===== src/design/iidl_pkg.sv =====
// Shared constants, codes and types for the indexed insert/delete list unit.
package iidl_pkg;

    // List depth and derived widths
    localparam int CAPACITY = 16;
    localparam int IDX_W    = (CAPACITY > 1) ? $clog2(CAPACITY) : 1;
    localparam int CNT_W    = $clog2(CAPACITY + 1);
    localparam int POS_W    = 5;
    localparam int WORD_W   = 32;
    localparam int CMP_W    = (CNT_W > POS_W) ? CNT_W : POS_W;

    // Request kinds
    localparam logic [1:0] REQ_INSERT     = 2'd0;
    localparam logic [1:0] REQ_APPEND     = 2'd1;
    localparam logic [1:0] REQ_DELETE     = 2'd2;
    localparam logic [1:0] REQ_DELETE_END = 2'd3;

    // Result status codes
    localparam logic [1:0] ST_OK    = 2'd0;
    localparam logic [1:0] ST_RANGE = 2'd1;
    localparam logic [1:0] ST_FULL  = 2'd2;
    localparam logic [1:0] ST_EMPTY = 2'd3;

    // Broadcast command from the controller to every cell
    typedef struct packed {
        logic             ins;
        logic             del;
        logic [CMP_W-1:0] at;
    } iidl_cmd_t;

endpackage


===== src/design/iidl_req_if.sv =====
// Request channel: valid/ready handshake with the request payload.
interface iidl_req_if;
    logic                               valid;
    logic                               ready;
    logic [1:0]                         req_type;
    logic [iidl_pkg::POS_W-1:0]         position;
    logic signed [iidl_pkg::WORD_W-1:0] new_value;

    modport source (output valid, output req_type, output position, output new_value,
                    input ready);
    modport sink   (input valid, input req_type, input position, input new_value,
                    output ready);
endinterface


===== src/design/iidl_rsp_if.sv =====
// Result channel: valid/ready handshake with the result payload.
interface iidl_rsp_if;
    logic                               valid;
    logic                               ready;
    logic [1:0]                         status;
    logic signed [iidl_pkg::WORD_W-1:0] removed_value;
    logic [4:0]                         entry_count;

    modport source (output valid, output status, output removed_value, output entry_count,
                    input ready);
    modport sink   (input valid, input status, input removed_value, input entry_count,
                    output ready);
endinterface


===== src/design/indexed_insert_delete_list_unit.sv =====
// Top level: request decode, count, row of list cells and result register.
//
//  channel | dir | handshake   | payload
//  req     | in  | valid/ready | req_type[1:0], position[4:0], new_value[31:0] signed
//  rsp     | out | valid/ready | status[1:0], removed_value[31:0] signed, entry_count[4:0]
//
// One request per cycle unless a stalled result holds the result register; its result
// appears there the next cycle. All cells shift in the same cycle, at any position.
// Reset clears the count and result valid; cell contents are unknown until written.
// A stalled result holds; a new request is taken while the result is being taken.
module indexed_insert_delete_list_unit (
    input  logic         clk,
    input  logic         rst_n,
    iidl_req_if.sink     req,
    iidl_rsp_if.source   rsp
);

    logic [iidl_pkg::CNT_W-1:0]         count_reg;
    logic [iidl_pkg::CNT_W-1:0]         count_next;
    logic                               rsp_valid_reg;
    logic [1:0]                         status_reg;
    logic [1:0]                         status_next;
    logic signed [iidl_pkg::WORD_W-1:0] removed_reg;
    logic signed [iidl_pkg::WORD_W-1:0] removed_next;
    logic [4:0]                         ecount_reg;
    logic [iidl_pkg::CMP_W-1:0]         count_ext;
    logic [iidl_pkg::CMP_W-1:0]         next_ext;
    logic                               accept;
    logic                               is_ins;
    logic                               ins_ok;
    logic                               del_ok;
    iidl_pkg::iidl_cmd_t                cmd;
    logic signed [iidl_pkg::WORD_W-1:0] cell_word [iidl_pkg::CAPACITY];

    assign req.ready = !rsp_valid_reg || rsp.ready;
    assign accept    = req.valid && req.ready;
    assign count_ext = iidl_pkg::CMP_W'(count_reg);
    assign is_ins    = (req.req_type == iidl_pkg::REQ_INSERT) ||
                       (req.req_type == iidl_pkg::REQ_APPEND);

    // Decode: target index, status and the command for the cells
    always_comb
    begin
        ins_ok      = 1'b0;
        del_ok      = 1'b0;
        status_next = iidl_pkg::ST_OK;
        cmd.at      = iidl_pkg::CMP_W'(req.position);
        case (req.req_type)
            iidl_pkg::REQ_APPEND:
            begin
                cmd.at = count_ext;
            end
            iidl_pkg::REQ_DELETE_END:
            begin
                cmd.at = count_ext - iidl_pkg::CMP_W'(1);
            end
            default:
            begin
                cmd.at = iidl_pkg::CMP_W'(req.position);
            end
        endcase
        if (is_ins)
        begin
            if (cmd.at > count_ext)
            begin
                status_next = iidl_pkg::ST_RANGE;
            end
            else if (count_reg >= iidl_pkg::CNT_W'(iidl_pkg::CAPACITY))
            begin
                status_next = iidl_pkg::ST_FULL;
            end
            else
            begin
                ins_ok = 1'b1;
            end
        end
        else
        begin
            if (count_reg == '0)
            begin
                status_next = iidl_pkg::ST_EMPTY;
            end
            else if (cmd.at >= count_ext)
            begin
                status_next = iidl_pkg::ST_RANGE;
            end
            else
            begin
                del_ok = 1'b1;
            end
        end
        cmd.ins = accept && ins_ok;
        cmd.del = accept && del_ok;
    end

    // Word leaving the list on a delete
    assign removed_next = del_ok ? cell_word[cmd.at[iidl_pkg::IDX_W-1:0]] : '0;

    // Count update
    always_comb
    begin
        count_next = count_reg;
        if (cmd.ins)
        begin
            count_next = count_reg + iidl_pkg::CNT_W'(1);
        end
        else if (cmd.del)
        begin
            count_next = count_reg - iidl_pkg::CNT_W'(1);
        end
    end
    assign next_ext = iidl_pkg::CMP_W'(count_next);

    // Row of cells, each wired to its neighbors
    for (genvar i = 0; i < iidl_pkg::CAPACITY; i++)
    begin : g_cell
        logic signed [iidl_pkg::WORD_W-1:0] left_w;
        logic signed [iidl_pkg::WORD_W-1:0] right_w;

        if (i == 0)
        begin : g_first
            assign left_w = req.new_value;
        end
        else
        begin : g_mid_l
            assign left_w = cell_word[i-1];
        end

        if (i == iidl_pkg::CAPACITY - 1)
        begin : g_last
            assign right_w = cell_word[i];
        end
        else
        begin : g_mid_r
            assign right_w = cell_word[i+1];
        end

        iidl_cell u_cell (
            .clk        (clk),
            .idx        (iidl_pkg::IDX_W'(i)),
            .cmd        (cmd),
            .new_word   (req.new_value),
            .left_word  (left_w),
            .right_word (right_w),
            .word       (cell_word[i])
        );
    end

    // Control registers
    always_ff @(posedge clk or negedge rst_n)
    begin
        if (!rst_n)
        begin
            count_reg     <= '0;
            rsp_valid_reg <= 1'b0;
        end
        else
        begin
            count_reg <= count_next;
            if (accept)
            begin
                rsp_valid_reg <= 1'b1;
            end
            else if (rsp.ready)
            begin
                rsp_valid_reg <= 1'b0;
            end
        end
    end

    // Result payload register
    always_ff @(posedge clk)
    begin
        if (accept)
        begin
            status_reg  <= status_next;
            removed_reg <= removed_next;
            ecount_reg  <= next_ext[4:0];
        end
    end

    assign rsp.valid         = rsp_valid_reg;
    assign rsp.status        = status_reg;
    assign rsp.removed_value = removed_reg;
    assign rsp.entry_count   = ecount_reg;

    // Checks
    a_count_bound: assert property (@(posedge clk) disable iff (!rst_n)
        count_reg <= iidl_pkg::CNT_W'(iidl_pkg::CAPACITY))
        else $error("entry count above capacity");

    a_ins_grows: assert property (@(posedge clk) disable iff (!rst_n)
        (accept && ins_ok) |=> (count_reg == $past(count_reg) + iidl_pkg::CNT_W'(1)))
        else $error("insert did not grow the list");

    a_fail_holds: assert property (@(posedge clk) disable iff (!rst_n)
        (accept && !ins_ok && !del_ok) |=> $stable(count_reg))
        else $error("failed request changed the count");

    a_fail_zero: assert property (@(posedge clk) disable iff (!rst_n)
        (rsp_valid_reg && (status_reg != iidl_pkg::ST_OK)) |-> (removed_reg == '0))
        else $error("failed request returned a word");

    a_rsp_count: assert property (@(posedge clk) disable iff (!rst_n)
        rsp_valid_reg |-> (ecount_reg == iidl_pkg::CMP_W'(count_reg)))
        else $error("result count differs from list count");

endmodule


===== src/design/iidl_cell.sv =====
// One list slot: holds a word, loads the new word on an insert at its slot and takes one from a neighbor on a shift.
module iidl_cell (
    input  logic                               clk,
    input  logic [iidl_pkg::IDX_W-1:0]         idx,
    input  iidl_pkg::iidl_cmd_t                cmd,
    input  logic signed [iidl_pkg::WORD_W-1:0] new_word,
    input  logic signed [iidl_pkg::WORD_W-1:0] left_word,
    input  logic signed [iidl_pkg::WORD_W-1:0] right_word,
    output logic signed [iidl_pkg::WORD_W-1:0] word
);

    logic signed [iidl_pkg::WORD_W-1:0] word_reg;
    logic signed [iidl_pkg::WORD_W-1:0] word_next;
    logic [iidl_pkg::CMP_W-1:0]         my_pos;

    assign my_pos = iidl_pkg::CMP_W'(idx);

    // Insert: slot at target loads the new word, slots above shift up.
    // Delete: target and above shift down.
    always_comb
    begin
        word_next = word_reg;
        if (cmd.ins && (my_pos == cmd.at))
        begin
            word_next = new_word;
        end
        else if (cmd.ins && (my_pos > cmd.at))
        begin
            word_next = left_word;
        end
        else if (cmd.del && (my_pos >= cmd.at))
        begin
            word_next = right_word;
        end
    end

    always_ff @(posedge clk)
    begin
        word_reg <= word_next;
    end

    assign word = word_reg;

endmodule


===== src/flat_wrapper.sv =====
// flat-port wrapper written by rule: the top's interface ports become plain ports
module indexed_insert_delete_list_unit_flat 
  (clk, rst_n, req_valid, req_req_type, req_position, req_new_value, req_ready, rsp_valid, rsp_status, rsp_removed_value, rsp_entry_count, rsp_ready);
  iidl_req_if req_i ();
  iidl_rsp_if rsp_i ();
  input  logic clk;
  input  logic rst_n;
  input wire logic [$bits(req_i.valid)-1:0] req_valid;
  input wire logic [$bits(req_i.req_type)-1:0] req_req_type;
  input wire logic [$bits(req_i.position)-1:0] req_position;
  input wire logic [$bits(req_i.new_value)-1:0] req_new_value;
  output wire logic [$bits(req_i.ready)-1:0] req_ready;
  output wire logic [$bits(rsp_i.valid)-1:0] rsp_valid;
  output wire logic [$bits(rsp_i.status)-1:0] rsp_status;
  output wire logic [$bits(rsp_i.removed_value)-1:0] rsp_removed_value;
  output wire logic [$bits(rsp_i.entry_count)-1:0] rsp_entry_count;
  input wire logic [$bits(rsp_i.ready)-1:0] rsp_ready;
  assign req_i.valid = req_valid;
  assign req_i.req_type = req_req_type;
  assign req_i.position = req_position;
  assign req_i.new_value = req_new_value;
  assign req_ready = req_i.ready;
  assign rsp_valid = rsp_i.valid;
  assign rsp_status = rsp_i.status;
  assign rsp_removed_value = rsp_i.removed_value;
  assign rsp_entry_count = rsp_i.entry_count;
  assign rsp_i.ready = rsp_ready;
  indexed_insert_delete_list_unit u_core (.clk(clk), .rst_n(rst_n), .req(req_i), .rsp(rsp_i));
endmodule

===== config.mk =====
export PLATFORM = sky130hd
export DESIGN_NAME = indexed_insert_delete_list_unit_flat
export DESIGN_NICKNAME = d
export VERILOG_FILES = /design/src/design/iidl_pkg.sv /design/src/design/iidl_req_if.sv /design/src/design/iidl_rsp_if.sv /design/src/design/indexed_insert_delete_list_unit.sv /design/src/design/iidl_cell.sv /design/src/flat_wrapper.sv
export SDC_FILE = /design/constraint.sdc
export NUM_CORES = 1
export LEC_CHECK = 0
export BUFFER_PORTS_ARGS = -buffer_cell sky130_fd_sc_hd__clkbuf_2
export CAP_MARGIN = 40
export CORE_MARGIN = 2
export CORE_UTILIZATION = 29
export DETAILED_ROUTE_END_ITERATION = 10
export PLACE_DENSITY_LB_ADDON = 0.05
export SETUP_SLACK_MARGIN = 0.5
export SLEW_MARGIN = 0
export SYNTH_ARGS = -nofsm -noshare
export SYNTH_HDL_FRONTEND = slang
export SYNTH_SLANG_ARGS = --single-unit

===== constraint.sdc =====
create_clock -name clk -period 5.89 [get_ports clk]
set_clock_uncertainty 0.2 [all_clocks]
set_input_delay 0.2945 -clock clk [delete_from_list [all_inputs] [get_ports clk]]
set_output_delay 0.2945 -clock clk [all_outputs]
set_load 0.1 [all_outputs]

==> results of run 1 <==
[per-layer routing]
| metal | global-route usage, % | vias to the layer above | share of wire, % |
|---|---|---|---|
| met2 | 36.6 | 968 | 45 |
| met1 | 33.4 | 12700 | 46 |
| met5 | 0 | - | 0.0053 |
| met4 | 5.74 | 2 | 2.0 |
| li1 | - | 11100 | - |
| met3 | 3.33 | 143 | 6.3 |
[worst max-delay path by stage]
stage                                         to           startpoint  slack [ns]  cells after the start
2_1_floorplan   u_core.g_cell[10].u_cell.word[0]     u_core.rsp.valid        0.03                      6
3_3_place_gp   u_core.g_cell[14].u_cell.word[15]  u_core.count_ext[0]        0.60                     13
3_5_place_dp     u_core.g_cell[8].u_cell.word[1]  u_core.count_ext[0]        0.60                     13
4_1_cts        u_core.g_cell[14].u_cell.word[15]  u_core.count_ext[0]        0.55                     13
5_1_grt         u_core.g_cell[0].u_cell.word[14]  u_core.count_ext[0]        0.52                     15
6_report        u_core.g_cell[0].u_cell.word[15]  u_core.count_ext[0]        0.81                     15
[power by group through the flow]
stage	Sequential, mW	Clock, mW	Combinational, mW
after CTS	4.97	4.57	4.03
final	4.97	4.44	4.04
after global placement	5.05	0	3.95
after global routing	5.00	4.71	4.29
after detailed placement	5.05	0	4.01
after floorplan	5.37	0	2.08
[synthesized netlist by cell type, types with 4 or more instances]
cell type,number,area (um^2)
mux4_2,32,721
a22oi_1,64,480
a21o_1,36,270
buf_2,66,330
inv_2,5,18.8
buf_1,20,75.1
and2_0,4,25.0
xnor2_1,4,35.0
ha_1,8,100
inv_1,94,353
nor4_1,22,138
mux2_2,72,811
a311o_1,10,100
buf_6,5,56.3
a22o_1,43,377
nand2_1,561,2110
a222oi_1,64,641
a211oi_2,4,50.1
nand3_1,69,345
nand2b_1,6,37.5
a31oi_1,64,400
a221o_1,22,220
nor2b_1,6,37.5
o21a_1,33,248
dfrtp_1,6,150
nor2_1,114,428
clkbuf_1,179,672
mux2i_1,238,2380
buf_4,7,52.6
a221oi_1,10,87.6
o21ai_1,17,85.1
or3_1,4,25.0
a2111oi_0,21,184
nor3_1,8,40.0
nand4_1,8,50.1
o21ai_0,161,806
a211oi_1,14,105
a311oi_1,10,87.6
a21oi_1,90,450
o22ai_1,55,344
o2bb2ai_1,42,368
and2_1,20,125
edfxtp_1,551,16500
[area by class of cell]
class	count	share of cell area, %
Clock buffer	96	5.48
Timing Repair Buffer	228	5.17
Multi-Input combinational cell	1980	36.9
Sequential cell	557	45.8
Tap cell	1403	4.81
Clock inverter	33	0.809
Inverter	99	1.05
[worst register-to-register path: stages, from the launching register on]
cell and delay [ns]:
dfrtp_1 0.58, inv_1 0.13, ha_1 0.28, and4bb_1 0.28, xnor2_1 0.15, o21bai_1 0.52
ha_1 0.38, a21oi_1 0.17, o21ai_0 0.17, nor3_1 0.28, buf_4 0.19, and2_1 0.22
o21ai_1 0.09, buf_4 0.21, nor2_4 0.65, buf_12 0.27
[repair_timing]
item                                    in CTS  in global routing
resized for setup                            0                  1
endpoints found under the setup margin       0                 87
setup buffers                                0                 20
hold buffers                                 8                  0
endpoints found under the hold margin       18                  0
[kinds of logic (layout without fill, tap and decap cells)]
logic type                 count (synthesis)  after routing
and+or+nand+nor                          843            843
xor gates and xnor gates                   5              5
muxes                                    345            345
adders and majority gates                  8              8
buffers and inverters                    376            456
DFF                                      557            557
AOI/OAI and AO/OA                        779            779
==> impl_metrics.toml, run 1 <==
[synthesis]
ys_seq_area_share_pct = 53.1
yosys.area_share.adder_pct = 0.318
yosys.area_share.simple_pct = 11.4
synth_compound_area_share_pct = 17.5
syn_nets = 2964
synthCells = 2913
syn_area_um2 = 31500
ys.flop_type = "edfxtp_1"
synthArstFlopShare_pct = 1.08
ys_types = 73
synth_warnings = 0
synth-seq-cells = 557
synth_edf_count = 551
synth_top_family_by_area = "compound AO/OA/AOI/OAI gates"
synth.area.mux_share_pct = 12.6
synthXorXnorAreaFrac_pct = 0.163
avgSynthCellArea_um2 = 10.8

[critical_path]
cp_max_fo = 12
cp_cell_sequence = "inv_1 > ha_1 > and4bb_1 > xnor2_1 > o21bai_1 > ha_1 > a21oi_1 > o21ai_0 > nor3_1 > buf_4 > and2_1 > o21ai_1 > buf_4 > nor2_4 > buf_12"
path_buf_inv = 4
arrival_ns = 5.22
cpMaxStageDelayCell = "nor2_4"
slowest_delay_ns = 0.65
r2r_end = "u_core.g_cell[0].u_cell.word[15]"
r2r-start = "u_core.count_ext[0]"
crit_required_ns = 6.03
r2r_slack_ns = 0.81
crit_type = "flip-flop to flip-flop"
cp_top_family = "simple AND/OR/NAND/NOR gates"
crit_path_start_kind = "flip-flop"
end_kind = "flip-flop"
ff2ff_path_depth = 15

[power_and_ir_drop]
clock_power_share_pct = 33.0
p_per_area_nw_per_um2 = 369
p_sw_share_pct = 36.6
cell_internal_pwr_mw = 8.53
power_frac_comb_pct = 30.1
max-vdd-ir-drop_mv = 0.213
leakagePower_nw = 13.8
p_total_mw = 13.5
power.switching_mw = 4.92
seqPwrFrac_pct = 37.0

[cts]
cts_tree = "done"
cts_buffers = 74
ctsLongestPathBuffers = 3
cts_root_buf = "clkbuf_16"
cts.sinks = 557
path_clk_slew_ns = 0.06
htreeDepth = 3
clk-insertion-delay-late_ns = 0.65

[placement]
io_buffers = 83
place.gp.congestion = 0.807
place_ws_ns = 0.602
dp.cells = 4239
dpl.hpwl_um = 81400
placed_cell_area_um2 = 33900

[final_layout]
multi_input_area_um2 = 13500
drive_gt1_share_pct = 16.0
largest_reg_flops = 512
postLayoutCellArea_um2 = 36500
mostFrequentLayoutCells = "nand2_1, edfxtp_1, mux2i_1"
fin_nets = 2991
ff_latch_area_um2 = 16700
nFillCells = 10700
area_growth_syn_to_layout_pct = 16.0
utilization_pct = 34.0
diodes = 0
mostFrequentLayoutCell = "nand2_1"
instances_no_fill = 4396

[route]
firstDrtPassIters = 8
drcViolationCount = 0
drtIter0Drc = 2941
totalWireLength_um = 131000
antenna_left = 0
wl_per_cell_um = 29.8
vias = 24900
viasPerCell = 5.67

[floorplan]
die_height_um = 333
pin_count = 84
rows = 120
start_util_pct = 29.3
die-area_um2 = 111000
core_um2 = 107000
die_x_um = 333

[timing]
period_needed_ns = 5.08
finalSetupTns_ns = 0
maxSlewViolCount = 0
holdWs_ns = 0.0469
rsz0062_at_grt = "no"
fin_crit_sh_pct = 86.2
setup_violations = 0
max_freq_ghz = 0.197
hold_viol = 0
tightest_slew_ns = 0.908
worst_slack_ns = 0.814
slew_headroom_pct = 39.5

[run_status]
status = "finished, final reports clean"

[min_path]
hp-class = "input port to flip-flop"
worstHoldStart = "req_new_value[3]"
hold_path_end = "u_core.g_cell[4].u_cell.word[3]"
holdPathStages = 3

[run]
drv_cap = 0

[grt]
grt_max_degree = 103
grt_overflow_total = 0
grt_pass1_wl_um = 188000
grt_pass1_vias = 24900
antenna_found_initial = 5
grt_usage_pct = 23.2
(Power assumes the default switching activity.)
==> run 2: changes to the inputs <==
--- a/config.mk
+++ b/config.mk
@@ -10,6 +10,7 @@
 export CORE_MARGIN = 2
 export CORE_UTILIZATION = 29
 export DETAILED_ROUTE_END_ITERATION = 10
+export HOLD_SLACK_MARGIN = 0.08
 export PLACE_DENSITY_LB_ADDON = 0.05
 export SETUP_SLACK_MARGIN = 0.5
 export SLEW_MARGIN = 0
==> run 2 against run 1 <==
  * Register-to-register slack barely moved
  * Clock power barely moved
  * Largest power group unchanged
  * Clock-buffer cell count did not move
==> impl_metrics.toml, run 2 (synthesis gave the netlist of run 1 again) <==
[final_layout]
fin_nets = 3015
mostFrequentLayoutCells = "nand2_1, edfxtp_1, mux2i_1"
nFillCells = 10600
postLayoutCellArea_um2 = 36700
diodes = 0
instances_no_fill = 4420
drive_gt1_share_pct = 15.9
area_growth_syn_to_layout_pct = 16.8
largest_reg_flops = 512
mostFrequentLayoutCell = "nand2_1"

[power_and_ir_drop]
power_frac_comb_pct = 30.1
power.switching_mw = 4.92
max-vdd-ir-drop_mv = 0.211
p_per_area_nw_per_um2 = 366
cell_internal_pwr_mw = 8.54
clock_power_share_pct = 32.9
seqPwrFrac_pct = 36.9
leakagePower_nw = 13.9
p_sw_share_pct = 36.6

[floorplan]
die_x_um = 333
start_util_pct = 29.3
die_height_um = 333
die-area_um2 = 111000
core_um2 = 107000
pin_count = 84
rows = 120

[cts]
cts.sinks = 557
clk-insertion-delay-late_ns = 0.65
ctsLongestPathBuffers = 3
path_clk_slew_ns = 0.06
htreeDepth = 3
cts_tree = "done"
cts_root_buf = "clkbuf_16"
cts_buffers = 74

[route]
totalWireLength_um = 131000
drcViolationCount = 0
wl_per_cell_um = 29.6
antenna_left = 0
viasPerCell = 5.66
firstDrtPassIters = 10
drtIter0Drc = 3040
vias = 25000

[run]
drv_cap = 0

[timing]
setup_violations = 0
fin_crit_sh_pct = 86.2
rsz0062_at_grt = "no"
tightest_slew_ns = 0.917
maxSlewViolCount = 0
hold_viol = 0
period_needed_ns = 5.08
max_freq_ghz = 0.197
finalSetupTns_ns = 0
slew_headroom_pct = 38.9

[critical_path]
end_kind = "flip-flop"
crit_type = "flip-flop to flip-flop"
cp_cell_sequence = "inv_1 > ha_1 > and4bb_1 > xnor2_1 > o21bai_1 > ha_1 > a21oi_1 > o21ai_0 > nor3_1 > buf_4 > and2_1 > o21ai_1 > buf_4 > nor2_4 > buf_12"
crit_path_start_kind = "flip-flop"
slowest_delay_ns = 0.65
cp_max_fo = 12
crit_required_ns = 6.03
arrival_ns = 5.22
cpMaxStageDelayCell = "nor2_4"

[placement]
dpl.hpwl_um = 81400
placed_cell_area_um2 = 33900
io_buffers = 83
place.gp.congestion = 0.807
dp.cells = 4239

[grt]
grt_pass1_wl_um = 188000
antenna_found_initial = 5
grt_pass1_vias = 24900
grt_overflow_total = 0
grt_max_degree = 103
grt_usage_pct = 23.2

[run_status]
status = "finished, final reports clean"

[min_path]
hp-class = "input port to flip-flop"
==> run 2: final cells by class <==
| type | count | area (um^2) | area share [%] |
|---|---|---|---|
| clock buffers | 96 | 2000 | 5.44 |
| well taps | 1403 | 1760 | 4.78 |
| clock inverters | 33 | 295 | 0.804 |
| repair buffers | 252 | 2130 | 5.79 |
| multi-input cells | 1980 | 13500 | 36.7 |
| inverters | 99 | 384 | 1.05 |
| flip-flops and latches | 557 | 16700 | 45.5 |
==> run 2: final timing paths <==
kind                       slack, ns  cells after the start                         startpoint                                 to
max                             0.81                     15                u_core.count_ext[0]   u_core.g_cell[0].u_cell.word[15]
min                             0.11                      2                  req_new_value[30]  u_core.g_cell[14].u_cell.word[30]
max reg2reg                     0.81                     15                u_core.count_ext[0]   u_core.g_cell[0].u_cell.word[15]
min reg2reg                     0.38                      2  u_core.g_cell[10].u_cell.word[23]   u_core.g_cell[9].u_cell.word[23]
max in group asynchronous       4.86                      3                              rst_n                   u_core.rsp.valid
min in group asynchronous       0.40                      3                              rst_n                u_core.count_ext[3]
==> run 2: power groups by stage <==
stage	combinational (mW)	sequential, mW	clock [mW]
6_report	4.06	4.97	4.43
5_1_grt	4.30	5.00	4.71
4_1_cts	4.04	4.97	4.57
3_5_place_dp	4.01	5.05	0
3_3_place_gp	3.95	5.05	0
2_1_floorplan	2.08	5.37	0
==> run 2: per-stage QoR <==
stage | hold slack (ns) | setup WS, ns | utilization, % | total power, mW
floorplan | -0.201 | 0.0332 | - | 7.45
global placement | -0.0617 | 0.605 | 31.4 | 8.99
detailed placement | -0.0605 | 0.602 | 31.6 | 9.06
CTS | 0.0865 | 0.545 | 34.0 | 13.6
global route | 0.115 | 0.516 | 34.2 | 14.0
finish | 0.113 | 0.810 | 34.2 | 13.5
==> run 2: worst max-delay path, delay by kind of cell (launching register included) <==
kind                       cells  cell delay, ns
DFF                            1            0.58
and+or+nand+nor                4            1.42
xor gates and xnor gates       1            0.15
adders and majority gates      2            0.66
buffers and inverters          4            0.79
AOI/OAI and AO/OA              4            0.95
==> run 2: timing repair <==
item                                   in CTS  in global routing
endpoints found under the hold margin     169                  0
gates resized for setup                     0                  1
hold buffers                               32                  0
setup endpoints to repair                   0                 87
setup buffers                               0                 20
==> run 2: routing by layer <==
layer,up-vias,wire [um],GRT usage (%)
li1,11200,-,-
met1,12800,60900,33.4
met2,891,59700,36.7
met3,152,7650,3.31
met4,2,2710,5.74
met5,-,7,0
